--- src/rtl/core/ssoc_pkg.sv ---
// Shared constants, codes and types of the sorted set overlap counter.
package ssoc_pkg;

  localparam int LIST_CAPACITY = 1024;
  localparam int ID_WIDTH      = 32;
  localparam int ADDR_W        = $clog2(LIST_CAPACITY);
  localparam int CNT_W         = $clog2(LIST_CAPACITY + 1);

  localparam int OP_W          = 2;
  localparam int ELEM_W        = 32;
  localparam int UNION_W       = 12;
  localparam int COUNT_OUT_W   = 11;

  localparam logic [OP_W-1:0] OP_APPEND_A = 2'd0;
  localparam logic [OP_W-1:0] OP_APPEND_B = 2'd1;
  localparam logic [OP_W-1:0] OP_COMPUTE  = 2'd2;

  typedef enum logic [1:0] {
    ST_IDLE,
    ST_PRIME,
    ST_WALK,
    ST_FINISH
  } state_t;

  typedef struct packed {
    logic adv_a;
    logic adv_b;
    logic match;
  } step_t;

endpackage

--- src/rtl/core/ssoc_cmp.sv ---
// Shared head comparator that decides one step of the merge walk.
module ssoc_cmp
  import ssoc_pkg::*;
(
  input  logic [ID_WIDTH-1:0] head_a,
  input  logic [ID_WIDTH-1:0] head_b,
  output step_t               step
);

  logic lt;
  logic gt;

  assign lt = head_a < head_b;
  assign gt = head_b < head_a;

  // Equal heads consume both sides and count once as shared.
  always_comb begin
    step.adv_a = !gt;
    step.adv_b = !lt;
    step.match = !lt && !gt;
  end

endmodule

--- config.mk ---
export PLATFORM = sky130hd
export DESIGN_NAME = ssoc_cmp
export DESIGN_NICKNAME = d
export VERILOG_FILES = /design/src/rtl/core/ssoc_pkg.sv /design/src/rtl/core/ssoc_cmp.sv
export SDC_FILE = /design/constraint.sdc
export NUM_CORES = 1
export LEC_CHECK = 0
export BUFFER_PORTS_ARGS = -buffer_cell sky130_fd_sc_hd__buf_4
export CAP_MARGIN = 20
export CORE_ASPECT_RATIO = 1.25
export CORE_MARGIN = 5
export CORE_UTILIZATION = 42
export DETAILED_ROUTE_END_ITERATION = 16
export PLACE_DENSITY_LB_ADDON = 0.05
export SKIP_LAST_GASP = 1
export SYNTH_ARGS = -nofsm -noshare
export SYNTH_HDL_FRONTEND = slang
export SYNTH_SLANG_ARGS = --single-unit
export TNS_END_PERCENT = 10
--- constraint.sdc ---
create_clock -name vclk -period 5.2
set_clock_uncertainty 0.2 [all_clocks]
set_input_delay 1.56 -clock vclk [all_inputs]
set_output_delay 1.56 -clock vclk [all_outputs]
set_load 0.005 [all_outputs]
# == After elaboration in Yosys (flattened, before gate mapping) ==
# Cells that the tools add are included.
# word_totals
output_inout_bits,3
input_bits,64
reg_bits,0
# classes
n_reduce_logical,3
n_lt_le_gt_ge,2
# ops
op,n
32-bit < comparator,2
1-bit logical NOT,2
1-bit logical AND,1

# == Depth between registers and ports, before layout ==
# logic_depth
depth_word,3
depth_mapped,7
depth_no_buf,7

# == Worst setup path before layout ==
# No wires, ideal clock.
# synth_path
kind,in2out
startpoint,in head_a[18]
endpoint,out step[2] (netlist bit)
arrival_time_ns,3.334
path_slack_ns,0.106
cell_stages,7
path_buffers,0
cell_sequence,inv_1 ha_1 a21o_1 a221o_1 a221o_1 a2111o_1 or2_1
# synth_rtl
item,line_no,text
"start, declared",ssoc_cmp.sv:5,"input logic [ID_WIDTH-1:0] head_a,"
"end, declared",ssoc_cmp.sv:7,output step_t step

==> results_dict.tcl <==
set metrics [dict create \
    status "complete, but fails checks" \
    violations "negative setup slack" \
    initialDrtViolationCount 4 \
    gp_congestion 0.697 \
    synth_area_leader_cell "ha_1" \
    hold_class "in -> out" \
    die-area_um2 2940 \
    pin_count 67 \
    worstMarginPinSlew_ps 235 \
    numSequentialCells 0 \
    critPathKind "in -> out" \
    io_buffers 67 \
    die_height_um 59.4 \
    antenna_found_initial 0 \
    max_clock_freq_mhz 192 \
    slew_headroom_pct 84.3 \
    drv_cap 0 \
    power_density_nw_per_um2 70.8 \
    cp.arrival_ps 3440 \
    core_region_area_um2 1910 \
    stdcell_count 201 \
    grt-ovfl-total 0 \
    finalCritPeriodShare_pct 100 \
    wl_per_cell_um 11.6 \
    wl_mm 2.33 \
    slowest_delay_ps 390 \
    setup_viol 1 \
    ant_nets 0 \
    vias_per_cell 5.15 \
    regArea_um2 0 \
    end_kind "primary output" \
    crit_buf_inv 3 \
    crit_path_cell_trace "buf_4 > inv_2 > ha_4 > and3_4 > a221o_1 > a221o_1 > a2111o_1 > or2_1 > buf_6" \
    drc_errors 0 \
    grt_max_degree 4 \
    cpMostUsedCell "a221o_1" \
    rows 18 \
    drive_gt1_share_pct 42.5 \
    rsz0062_at_grt "yes" \
    die_w_um 49.5 \
    min_from "head_b[31]" \
    critical_path.max_fanout 3 \
    antennaDiodeCount 0 \
    final.min_clock_period_ps 5200 \
    vdd_ir_drop_max_v 0.0000388 \
    ys_seq_area_share_pct 0 \
    synth.area.top_cells "ha_1 49%, inv_1 15%, a21oi_1 6.1%" \
    setup_ws_ps -4.60 \
    post_synth.cell_area_avg_um2 7.26 \
    drtPass1Iterations 4 \
    placed_cells 201 \
    ctsHoldBuffers 0 \
    area_growth_pct 73.0 \
    syn_inst 113 \
    p_leak_nw 0.844 \
    final_nets 279 \
    hold_viol 0 \
    start_util_pct 42.9 \
    post_cts_buffers 0 \
    grtUsageTotal_pct 15.7 \
    critPathRequiredTime_ps 3440 \
    cp-startpoint "head_a[17]" \
    yosysTopAreaCellShare_pct 48.8 \
    ys_types 24 \
    ys_warn_count 0 \
    grt_pass1_wl_mm 3.98 \
    detailed_place_hpwl_mm 2.19 \
    syn_nets 209 \
    synth_area_um2 821 \
    num_vias 1035 \
    fin_setup_tns_ps -4.60 \
    slowest_stage "a2111o_1" \
    slew_violations 0 \
    worst_setup_path_start_kind "primary input" \
    synth_commonest_cells "32 x ha_1, 32 x inv_1, 10 x a21oi_1" \
    n_clock_buffer 0 \
    first_global_vias 1070 \
    critical-path-top-delay-family "compound AO/OA/AOI/OAI gates" \
]
==> final cells by class <==
class / count / area [µm²]
Fill cell: 167 / 494
Inverter: 32 / 123
Multi-Input combinational cell: 81 / 743
Tap cell: 20 / 25.0
Timing Repair Buffer: 68 / 529
==> logic make-up after synthesis <==
logic type	synth area share, %
buf+inv	14.6
compound gates	19.5
fa+ha+maj	48.8
simple gates	17.1
==> through the flow <==
stage / instance area [µm²] / utilization, % / hold WS (ps) / power (mW) / setup slack (ps)
after global placement: 1360 / 70.8 / 3450 / 0.0904 / -140
after CTS: 1420 / 74.2 / 3460 / 0.101 / 4.39
after floorplan: 821 / - / 3250 / 0.0433 / 106
after global routing: 1420 / 74.2 / 3520 / 0.115 / -50.6
after detailed placement: 1360 / 70.8 / 3450 / 0.0948 / -168
final: 1420 / 74.2 / 3460 / 0.101 / -4.60
==> final timing paths <==
| check | depth (start not counted) | endpoint | slack [ps] |
|---|---|---|---|
| hold / removal | 5 | step[2] | 3460 |
| setup / recovery | 9 | step[2] | -5 |
==> cell usage in the layout (no fill, tap or decap), types with 2 or more instances in the layout <==
master	instances
o21ai_0	2
nor2_1	2
a221o_1	2
inv_1	29
ha_4	3
nand2_1	4
ha_1	29
a21o_1	2
nand4_1	8
buf_6	5
nand3_1	4
buf_4	63
inv_2	2
a21oi_1	10
==> report_power, final <==
group	internal (mW)	switching (mW)	leakage (nW)
clock	0	0	0
sequential	0	0	0
combinational	0.0625	0.0381	0.844
==> timing repair <==
action / 4_1_cts / 5_1_grt
resized for setup: 13 / 1
endpoints found under the setup margin: 3 / 3
pin swaps: 9 / 0
==> worst min-delay path, cell delays in order <==
cell and delay [ps]:
buf_4 80, ha_1 120, a2111o_1 130, or2_1 110, buf_6 90
==> per-layer routing <==
metal / up-vias / share of wire (%) / track usage (%)
met1: 470 / 32 / 16.1
li1: 536 / - / -
met2: 29 / 62 / 34.2
met5: - / 0 / 0
met3: 0 / 6.1 / 2.27
met4: 0 / 0 / 0
(Power assumes the default switching activity.)
